### src/rtl/gfmu_pkg.sv
// Package for the GF(2^8) multiply / inverse unit.
// Holds the field polynomial and the shared reduction function; no dependencies.
`timescale 1ns / 1ps

package gfmu_pkg;

   // Field polynomial x^8 + x^4 + x^3 + x + 1
   localparam logic [8:0] GF_POLY = 9'h11B;

   // Operation codes on the mode field
   localparam logic MODE_MUL = 1'b0;
   localparam logic MODE_INV = 1'b1;

   // Width of a carry-less product of two field elements
   localparam int PROD_W = 15;

   typedef logic [7:0]        gf_elem_type;
   typedef logic [PROD_W-1:0] gf_prod_type;

   // Reduce a 15-bit carry-less product modulo the field polynomial
   function automatic gf_elem_type gf_reduce(input gf_prod_type p);
      gf_prod_type acc;
      gf_prod_type poly_wide;
      acc       = p;
      poly_wide = PROD_W'(GF_POLY);
      for (int i = PROD_W - 1; i >= 8; i--) begin
         if (acc[i]) begin
            acc = acc ^ (poly_wide << (i - 8));
         end
      end
      return acc[7:0];
   endfunction

   // Square a field element: spread the bits, then reduce (pure XOR network)
   function automatic gf_elem_type gf_sq(input gf_elem_type a);
      gf_prod_type spread;
      spread = '0;
      for (int i = 0; i < 8; i++) begin
         spread[2*i] = a[i];
      end
      return gf_reduce(spread);
   endfunction

endpackage

### src/rtl/gfmu_mult.sv
// Combinational GF(2^8) multiplier: carry-less product, then polynomial reduction.
// Depends on gfmu_pkg.
`timescale 1ns / 1ps

module gfmu_mult
   import gfmu_pkg::*;
(
   input  logic [7:0] mul_x,
   input  logic [7:0] mul_y,
   output logic [7:0] mul_p
);

   gf_prod_type clmul;

   // Form the carry-less product from shifted partial products
   always_comb begin
      clmul = '0;
      for (int i = 0; i < 8; i++) begin
         if (mul_y[i]) begin
            clmul = clmul ^ (gf_prod_type'(mul_x) << i);
         end
      end
   end

   // Fold the high bits back into the field
   assign mul_p = gf_reduce(clmul);

endmodule

### src/rtl/gf256_mul_inv_unit.sv
// Top level of the GF(2^8) multiply / inverse unit (AES polynomial 0x11B).
// Four-stage pipeline built from gfmu_mult instances; depends on gfmu_pkg.
//
//   channel | direction | ports                                        | handshake
//   --------+-----------+----------------------------------------------+-----------------------
//   request | in        | req_mode, req_operand_a, req_operand_b       | req_valid / req_ready
//   result  | out       | rsp_field_result                             | rsp_valid / rsp_ready
//
// A result passes four register stages, the first loaded at the accept edge; one item per
// cycle enters while the result port accepts results.
// Each stage holds one GF multiplier: a^3, a^15, a^252, a^254 for an inverse; a multiply
// uses the first stage's multiplier and passes through the rest.
// Synchronous active-high reset clears the stage valid bits; the datapath is not reset.
// A stall at the result port backs up stage by stage; empty stages keep filling.
`timescale 1ns / 1ps

module gf256_mul_inv_unit
   import gfmu_pkg::*;
(
   input  logic       clock,
   input  logic       reset,
   input  logic       req_valid,
   output logic       req_ready,
   input  logic       req_mode,
   input  logic [7:0] req_operand_a,
   input  logic [7:0] req_operand_b,
   output logic       rsp_valid,
   input  logic       rsp_ready,
   output logic [7:0] rsp_field_result
);

   localparam int NUM_STAGES = 4;

   logic [NUM_STAGES-1:0] v_ff, v_in;
   logic [NUM_STAGES-1:0] rdy;

   // Stage registers
   logic        s1_mode_ff, s2_mode_ff, s3_mode_ff;
   gf_elem_type s1_val_ff, s2_val_ff, s3_val_ff, out_ff;
   gf_elem_type s1_a2_ff, s2_a2_ff, s3_a2_ff, s2_a12_ff;

   gf_elem_type s1_val_in, s1_a2_in, s2_val_in, s2_a12_in, s3_val_in, out_in;

   // Multiplier operands and products
   gf_elem_type m1_x, m1_y, m1_p;
   gf_elem_type m2_x, m2_p;
   gf_elem_type m3_x, m3_p;
   gf_elem_type m4_p;

   // Backpressure: a stage loads when empty or when the next one moves
   always_comb begin
      rdy[NUM_STAGES-1] = !v_ff[NUM_STAGES-1] || rsp_ready;
      for (int i = NUM_STAGES - 2; i >= 0; i--) begin
         rdy[i] = !v_ff[i] || rdy[i+1];
      end
   end

   assign req_ready = rdy[0];

   // Advance valid bits with the data
   always_comb begin
      v_in[0] = rdy[0] ? req_valid : v_ff[0];
      for (int i = 1; i < NUM_STAGES; i++) begin
         v_in[i] = rdy[i] ? v_ff[i-1] : v_ff[i];
      end
   end

   always_ff @(posedge clock) begin
      if (reset) begin
         v_ff <= '0;
      end else begin
         v_ff <= v_in;
      end
   end

   // Stage 1: a^3 = a^2 * a for inverse, or a * b for multiply
   assign s1_a2_in = gf_sq(req_operand_a);
   assign m1_x     = (req_mode == MODE_INV) ? s1_a2_in : req_operand_a;
   assign m1_y     = (req_mode == MODE_INV) ? req_operand_a : req_operand_b;

   gfmu_mult u_mult1 (.mul_x(m1_x), .mul_y(m1_y), .mul_p(m1_p));

   assign s1_val_in = m1_p;

   // Stage 2: a^15 = (a^3)^4 * a^3
   assign m2_x      = gf_sq(gf_sq(s1_val_ff));
   assign s2_a12_in = m2_x;

   gfmu_mult u_mult2 (.mul_x(m2_x), .mul_y(s1_val_ff), .mul_p(m2_p));

   assign s2_val_in = (s1_mode_ff == MODE_INV) ? m2_p : s1_val_ff;

   // Stage 3: a^252 = (a^15)^16 * a^12
   assign m3_x = gf_sq(gf_sq(gf_sq(gf_sq(s2_val_ff))));

   gfmu_mult u_mult3 (.mul_x(m3_x), .mul_y(s2_a12_ff), .mul_p(m3_p));

   assign s3_val_in = (s2_mode_ff == MODE_INV) ? m3_p : s2_val_ff;

   // Stage 4: a^254 = a^252 * a^2
   gfmu_mult u_mult4 (.mul_x(s3_val_ff), .mul_y(s3_a2_ff), .mul_p(m4_p));

   assign out_in = (s3_mode_ff == MODE_INV) ? m4_p : s3_val_ff;

   // Load each stage's payload when it takes a new item, hold otherwise
   always_ff @(posedge clock) begin
      if (rdy[0]) begin
         s1_mode_ff <= req_mode;
         s1_val_ff  <= s1_val_in;
         s1_a2_ff   <= s1_a2_in;
      end
      if (rdy[1]) begin
         s2_mode_ff <= s1_mode_ff;
         s2_val_ff  <= s2_val_in;
         s2_a12_ff  <= s2_a12_in;
         s2_a2_ff   <= s1_a2_ff;
      end
      if (rdy[2]) begin
         s3_mode_ff <= s2_mode_ff;
         s3_val_ff  <= s3_val_in;
         s3_a2_ff   <= s2_a2_ff;
      end
      if (rdy[3]) begin
         out_ff <= out_in;
      end
   end

   assign rsp_valid        = v_ff[NUM_STAGES-1];
   assign rsp_field_result = out_ff;

   // A ready result port lets the whole pipe move, so the request side is open
   a_full_rate: assert property (@(posedge clock) disable iff (reset)
      rsp_ready |-> req_ready)
      else $error("request side stalled while result port is ready");

   // A blocked first stage keeps its item and payload
   a_stage1_hold: assert property (@(posedge clock) disable iff (reset)
      v_ff[0] && !rdy[1] |=> v_ff[0] && $stable(s1_val_ff))
      else $error("stage 1 item lost under stall");

   // A multiply passes the last stage unchanged
   a_mul_bypass: assert property (@(posedge clock) disable iff (reset)
      v_ff[2] && (s3_mode_ff == MODE_MUL) && rdy[3] |=> rsp_field_result == $past(s3_val_ff))
      else $error("multiply result altered in final stage");

   // Reset empties every stage
   a_reset_empty: assert property (@(posedge clock)
      reset |=> v_ff == '0)
      else $error("pipeline not empty after reset");

endmodule
### config.mk
export PLATFORM = sky130hd
export DESIGN_NAME = gf256_mul_inv_unit
export DESIGN_NICKNAME = d
export VERILOG_FILES = /design/src/rtl/gfmu_pkg.sv /design/src/rtl/gfmu_mult.sv /design/src/rtl/gf256_mul_inv_unit.sv
export SDC_FILE = /design/constraint.sdc
export NUM_CORES = 1
export LEC_CHECK = 0
export BUFFER_PORTS_ARGS = -buffer_cell sky130_fd_sc_hd__buf_2
export CORE_UTILIZATION = 64
export CTS_BUF_LIST = sky130_fd_sc_hd__clkbuf_16
export DETAILED_ROUTE_END_ITERATION = 6
export HOLD_SLACK_MARGIN = 0.1
export PLACE_DENSITY = 0.82
export SYNTH_ARGS = -nofsm -noshare
export SYNTH_HDL_FRONTEND = slang
export SYNTH_HIERARCHICAL = 1
export SYNTH_SLANG_ARGS = --single-unit
### constraint.sdc
create_clock -name clock -period 3.6 [get_ports clock]
set_input_delay 0.18 -clock clock [delete_from_list [all_inputs] [get_ports clock]]
set_output_delay 0.18 -clock clock [all_outputs]
set_load 0.02 [all_outputs]
# After elaboration in Yosys (flattened, before gate mapping)
# Index checks and enable logic that the tools add are counted.
dict set report word_totals {
  in_bits 21
  elab_cells 242
  reg_bits 71
  out_inout_bits 10
}
dict set report op_classes {
  mux 114
  n_reduce_logical 8
  n_bitwise 105
}
# operator n
set ops {}
lappend ops {{two-way mux 15 bit} 28}
lappend ops {{inverter 4 bit} 77}
lappend ops {{two-way mux 8 bit} 20}
lappend ops {{two-way mux 11 bit} 11}
lappend ops {{two-way mux 10 bit} 11}
lappend ops {{two-way mux 9 bit} 11}
lappend ops {{two-way mux 7 bit} 11}
lappend ops {{two-way mux 6 bit} 11}
lappend ops {{XOR 15 x 10 -> 15 bit} 4}
lappend ops {{XOR 15 x 11 -> 15 bit} 4}
lappend ops {{XOR 15 x 12 -> 15 bit} 4}
lappend ops {{XOR 15 x 13 -> 15 bit} 4}
lappend ops {{XOR 15 x 14 -> 15 bit} 4}
lappend ops {{XOR 15 bit} 4}
lappend ops {{two-way mux 5 bit} 11}
lappend ops {{XOR 15 x 9 -> 15 bit} 2}
lappend ops {{XOR 8 x 9 -> 9 bit} 2}
lappend ops {{zero test 1 bit} 4}
lappend ops {{logical OR 1 bit} 4}

# Longest topological paths before layout
dict set report depth {
  depth_word 86
  ltp_mapped 12
  mapped_depth_nobuf 10
}

# Cells and area by module
# Netlist, hierarchy kept.
# module area_each_um2 cells_per_inst seq_area_each_um2 n_inst
set modules_own_cells {}
lappend modules_own_cells {gfmu_mult 1134.8 165 0.0 4}
lappend modules_own_cells {gf256_mul_inv_unit 2997.9 174 2092.0 1}

# Worst setup path after synthesis
# Ideal clock, no wire load.
dict set report synth_timing {
  path_type {reg-to-reg}
  from {register s1_val_ff[4]}
  to {register s2_val_ff[4], data pin}
  synth_period_minus_slack_ns 3.159
  t_required_ns 3.340
  path_stages_with_launch 12
  arrival_time_ns 2.899
  slack_ns 0.441
  n_path_buf 1
  setup_ns 0.260
  cell_sequence {edfxtp_1 xnor2_1 xor2_1 xnor2_1 buf_6 nand2_2 xor2_2 xnor3_1 xnor2_2 xnor3_1 xnor2_1 mux2_2}
}
dict set report synth_via {
  elab_chain_len 39
  elab_cells_between_ends 49
  cone_classes {27 x mux; 22 x bitwise}
}
# element line
set synth_rtl {}
lappend synth_rtl {{from (decl)} gf256_mul_inv_unit.sv:39} ;# gf_elem_type s1_val_ff, s2_val_ff, s3_val_ff, out_ff;
lappend synth_rtl {{from (signal assigned)} gf256_mul_inv_unit.sv:109} ;# s1_val_ff <= s1_val_in;
lappend synth_rtl {{two-way mux 11 bit (*)} gfmu_pkg.sv:27} ;# if (acc[i]) begin
lappend synth_rtl {{inverter 4 bit (no source line)} --}
lappend synth_rtl {{two-way mux 10 bit (*)} gfmu_pkg.sv:27}
lappend synth_rtl {{inverter 4 bit (no source line)} --}
lappend synth_rtl {{two-way mux 9 bit (*)} gfmu_pkg.sv:27}
lappend synth_rtl {{two-way mux 5 bit (*)} gfmu_pkg.sv:27}
lappend synth_rtl {{two-way mux 11 bit (*)} gfmu_pkg.sv:27}
lappend synth_rtl {{inverter 4 bit (no source line)} --}
lappend synth_rtl {{[4 not listed]} --}
lappend synth_rtl {{named net m2_x[4]} gf256_mul_inv_unit.sv:46} ;# gf_elem_type m2_x, m2_p;
lappend synth_rtl {{[21 not listed]} --}
lappend synth_rtl {{two-way mux 7 bit} gfmu_pkg.sv:27}
lappend synth_rtl {{inverter 4 bit (no source line)} --}
lappend synth_rtl {{two-way mux 6 bit} gfmu_pkg.sv:27}
lappend synth_rtl {{inverter 4 bit (no source line)} --}
lappend synth_rtl {{two-way mux 5 bit (*)} gfmu_pkg.sv:27}
lappend synth_rtl {{named net m2_p[4]} gf256_mul_inv_unit.sv:46}
lappend synth_rtl {{two-way mux 8 bit (*)} gf256_mul_inv_unit.sv:91} ;# assign s2_val_in = (s1_mode_ff == MODE_INV) ? m2_p : s1_val_ff;
lappend synth_rtl {{named net s2_val_in[4]} gf256_mul_inv_unit.sv:42} ;# gf_elem_type s1_val_in, s1_a2_in, s2_val_in, s2_a12_in, s3_val_in, out_in;
lappend synth_rtl {{to (signal assigned)} gf256_mul_inv_unit.sv:114} ;# s2_val_ff <= s2_val_in;
lappend synth_rtl {{to (decl)} gf256_mul_inv_unit.sv:39}
# Mark *: on every way through the listed nets, which the timed path passes. The rest lies on a longest branch.
# A chain may end at the register's enable or synchronous reset.

# Worst setup path after layout
dict set report layout_timing {
  from {register s2_val_ff[7]}
  to {register s3_val_ff[3], data pin}
}
dict set report layout_via {
  elab_cells_between_ends 84
  cone_classes {44 x mux; 40 x bitwise}
}
# element line
set layout_lines {}
lappend layout_lines {{two-way mux 11 bit (*)} gfmu_pkg.sv:27}
lappend layout_lines {{two-way mux 7 bit / inverter 4 bit (equally long branches)} --}
lappend layout_lines {{inverter 4 bit (no source line) / two-way mux 10 bit (equally long branches)} --}
lappend layout_lines {{two-way mux 6 bit / two-way mux 9 bit (equally long branches)} gfmu_pkg.sv:27}
lappend layout_lines {{two-way mux 5 bit / inverter 4 bit (equally long branches)} --}
lappend layout_lines {{two-way mux 11 bit / two-way mux 8 bit (equally long branches)} gfmu_pkg.sv:27}
lappend layout_lines {{two-way mux 10 bit / inverter 4 bit (equally long branches)} --}
lappend layout_lines {{inverter 4 bit (no source line) / two-way mux 7 bit (equally long branches)} --}
lappend layout_lines {{[23 not listed]} --}
lappend layout_lines {{named net m3_x[6]} gf256_mul_inv_unit.sv:47} ;# gf_elem_type m3_x, m3_p;
lappend layout_lines {{[13 not listed]} --}
lappend layout_lines {{inverter 4 bit (no source line)} --}
lappend layout_lines {{two-way mux 10 bit} gfmu_pkg.sv:27}
lappend layout_lines {{inverter 4 bit (no source line)} --}
lappend layout_lines {{two-way mux 9 bit} gfmu_pkg.sv:27}
lappend layout_lines {{two-way mux 5 bit (*)} gfmu_pkg.sv:27}
lappend layout_lines {{named net m3_p[3]} gf256_mul_inv_unit.sv:47}
lappend layout_lines {{two-way mux 8 bit (*)} gf256_mul_inv_unit.sv:98} ;# assign s3_val_in = (s2_mode_ff == MODE_INV) ? m3_p : s2_val_ff;
lappend layout_lines {{named net s3_val_in[3]} gf256_mul_inv_unit.sv:42}
lappend layout_lines {{to (signal assigned)} gf256_mul_inv_unit.sv:120} ;# s3_val_ff <= s3_val_in;
lappend layout_lines {{to (decl)} gf256_mul_inv_unit.sv:39}
# Marks and branches as above.

==> qor.csv <==
stage,metric,value,unit
yosys,yosys-top-cells-area,"edfxtp_1, xnor2_1, nand2_1, xor2_1, mux2_2",
global_routing,grt_pass1_vias,5459,
cells_and_area,area_growth_syn_to_layout,5.21,%
worst_setup_path,timing.critical_path.from,s2_val_ff[7],
routing,viasPerCell,5.66,
clock_tree,cts_buffer_depth,2,
routing,drt_wl_total,15.6,mm
clock_tree,clk_pin_slew,60,ps
worst_setup_path,endpoint,s3_val_ff[3],
die,core_area,11500,sq um
routing,drtPass1Iterations,7,
yosys,async_flop_share,0,%
routing,first_iter_violations,303,
timing,max_slew_margin,39.3,%
yosys,seq_area_frac_synth,27.8,%
worst_setup_path,start_kind,flop,
worst_setup_path,r2r_start,s2_val_ff[7],
clock_tree,h-tree-depth,3,
worst_hold_path,hold_class,primary input to flop,
clock_tree,clock_latency,340,ps
yosys,syn-num-nets,855,
die,die-area,12200,sq um
timing,final-setup-viol-count,0,
worst_setup_path,arrival,3420,ps
timing,setup_slack,272,ps
die,std_cell_rows,39,
global_routing,antenna_found_initial,0,
yosys,synth-seq-cells,71,
placed_design,gp_congestion,0.881,
clock_tree,cts_root_buf,clkbuf_16,
timing,finalHoldViolations,0,
worst_setup_path,critPathCaptureType,flop,
global_routing,grt_max_degree,26,
worst_setup_path,rr_worst_depth,11,
yosys,synth-adder-area-share,0,%
routing,via_count,5510,
timing,finClkSkew,6.19,ps
worst_setup_path,path_class,flop to flop,
routing,ant_nets,0,
global_routing,gr-total-overflow,0,
yosys,synthXorXnorAreaFrac,39.4,%
cells_and_area,diodes,0,
timing,rsz0062_at_grt,false,
cells_and_area,nets,847,
run_status,violations,design-rule violations,
flow_run,max-cap-violations,0,
cells_and_area,fin_cells,974,
timing,fin_tns_setup,0,ps
worst_setup_path,r2r_end,s3_val_ff[3],
yosys,synth-edff-count,67,
yosys,yosysTopAreaCell,edfxtp_1,
die,initial_core_util,65.7,%
placed_design,hpwl,11.0,mm
timing,final_max_slew_viol_count,0,
yosys,ys_types,33,
routing,wl_per_cell,16.0,um
yosys,synth_area,7540,sq um
yosys,yosysWarnings,6,
cells_and_area,layout-drive-gt1-share,16.8,%
worst_setup_path,r2r_slack,270,ps
yosys,synth_mux_area_share,6.71,%
placed_design,dp_slack,305,ps
clock_tree,cts_tree,done,
yosys,synthSimpleGateAreaFrac,16.0,%
run_status,status,finished with violations,
placed_design,numPortBuffers,30,
clock_tree,numCtsBuffers,9,
die,die_w,111,um
global_routing,grt_pass1_wl,26.0,mm
global_routing,track_usage,26.1,%
worst_setup_path,crit_required,3690,ps
routing,route.detailed.drc,1,
yosys,syn_inst,834,
yosys,synth.avg_cell_area,9.04,sq um
die,io_pins,31,
timing,finalWorstPathRequiredPeriod,3330,ps
placed_design,dp.cells,956,
yosys,ys.flop_type,edfxtp_1,
die,dieHeight,111,um
worst_setup_path,cp_max_fo,10,
timing,fmax,300,MHz
clock_tree,cts.repair.resized,0,
timing,tightest_slew,910,ps
yosys,synth_compound_area_share,3.52,%
timing,final.period_utilization,92.4,%
yosys,yosysTopAreaCellShare,26.7,%
clock_tree,clkSinkCount,71,
timing,holdWs,199,ps
yosys,synth_top_family_by_area,XOR/XNOR gates,
layer usage:
layer  up-vias  wire, um  track usage, %
met4         0       526            13.4
met1      2641      6320            31.0
met3        49       695            4.06
met5         -         0               0
met2       195      8030            45.6
li1       2625         -               -
layout by cell type (no fill, tap or decap), types with 2 or more instances in the layout:
cell / n
nor2_1: 6
mux2i_1: 4
dlygate4sd3_1: 2
o211ai_1: 4
o32ai_1: 4
o21ai_0: 17
xor2_1: 56
a22oi_1: 4
nand2_1: 235
clkbuf_16: 9
buf_2: 30
xnor2_2: 8
xor2_2: 4
nand3_1: 8
a22oi_2: 4
edfxtp_1: 67
nand2b_1: 12
inv_1: 8
clkinv_4: 2
nor3_1: 8
or3b_1: 4
mux2_2: 40
nand2_2: 8
a21oi_1: 2
nand2_4: 4
o22ai_1: 4
xnor3_1: 12
dfxtp_1: 4
bufinv_16: 2
buf_4: 26
xnor2_1: 227
Yosys cell counts, drive strengths merged, types with 7 or more instances:
cell type and n:
xnor2 235, inv 7, a22oi 8, edfxtp 67, nand2 247, nor3 8
buf 55, clkbuf 22, nand2b 12, nand3 8, xor2 60, xnor3 12
o21ai 17, mux2 41
worst max-delay path: stages, from the launching register on:
cell,delay (ps)
edfxtp_1,430
xor2_1,310
xnor2_1,180
xnor2_1,420
buf_4,260
nand2_1,80
xnor2_1,190
xnor3_1,390
xnor2_1,300
xnor2_1,130
xnor2_1,140
mux2_2,260
kinds of logic after synthesis:
kind of cell | after synthesis
AO/OA/AOI/OAI | 39
XOR/XNOR | 308
buffers and inverters | 84
flip-flops | 71
multiplexers | 45
AND/OR/NAND/NOR | 287
cell type report:
cell class	instances	area, sq um
repair buffers	58	365
inverters	7	26.3
well taps	143	179
clock inverters	7	97.6
clock buffers	9	225
flip-flops and latches	71	2090
fillers	831	3540
multi-input cells	679	4940
state kept, by name (all words and copies together), names as in the netlist:
name and cells:
rsp_field_result 8, s1_a2_ff 8, s1_val_ff 8, s2_a12_ff 8, s2_a2_ff 8, s2_val_ff 8
s3_a2_ff 8, s3_val_ff 8, v_ff 4, s1_mode_ff 1, s2_mode_ff 1, s3_mode_ff 1
worst min-delay path by stage:
stage,from,endpoint,depth (start not counted)
after floorplan,reset,v_ff[0],1
after global placement,reset,v_ff[2],2
after detailed placement,reset,v_ff[1],2
after CTS,rsp_ready,v_ff[3],4
after global routing,req_operand_a[3],s1_a2_ff[6],2
final,rsp_ready,v_ff[3],4
per-stage QoR:
| step | area, sq um | utilization, % |
|---|---|---|
| 6_report | 7930 | 69.2 |
| 5_1_grt | 7930 | 69.2 |
| 4_1_cts | 7930 | 69.2 |
| 3_5_place_dp | 7590 | 66.2 |
| 3_3_place_gp | 7590 | 66.2 |
| 2_1_floorplan | 7540 | - |
repair_timing:
item / 4_1_cts / 5_1_grt
buffers inserted: 0 / 0
hold endpoints to repair: 4 / 0
hold buffers: 2 / 0
Power is left out: the tool's default activity adds up to more than one toggle a clock period on the data nets, which glitch-free logic cannot reach.
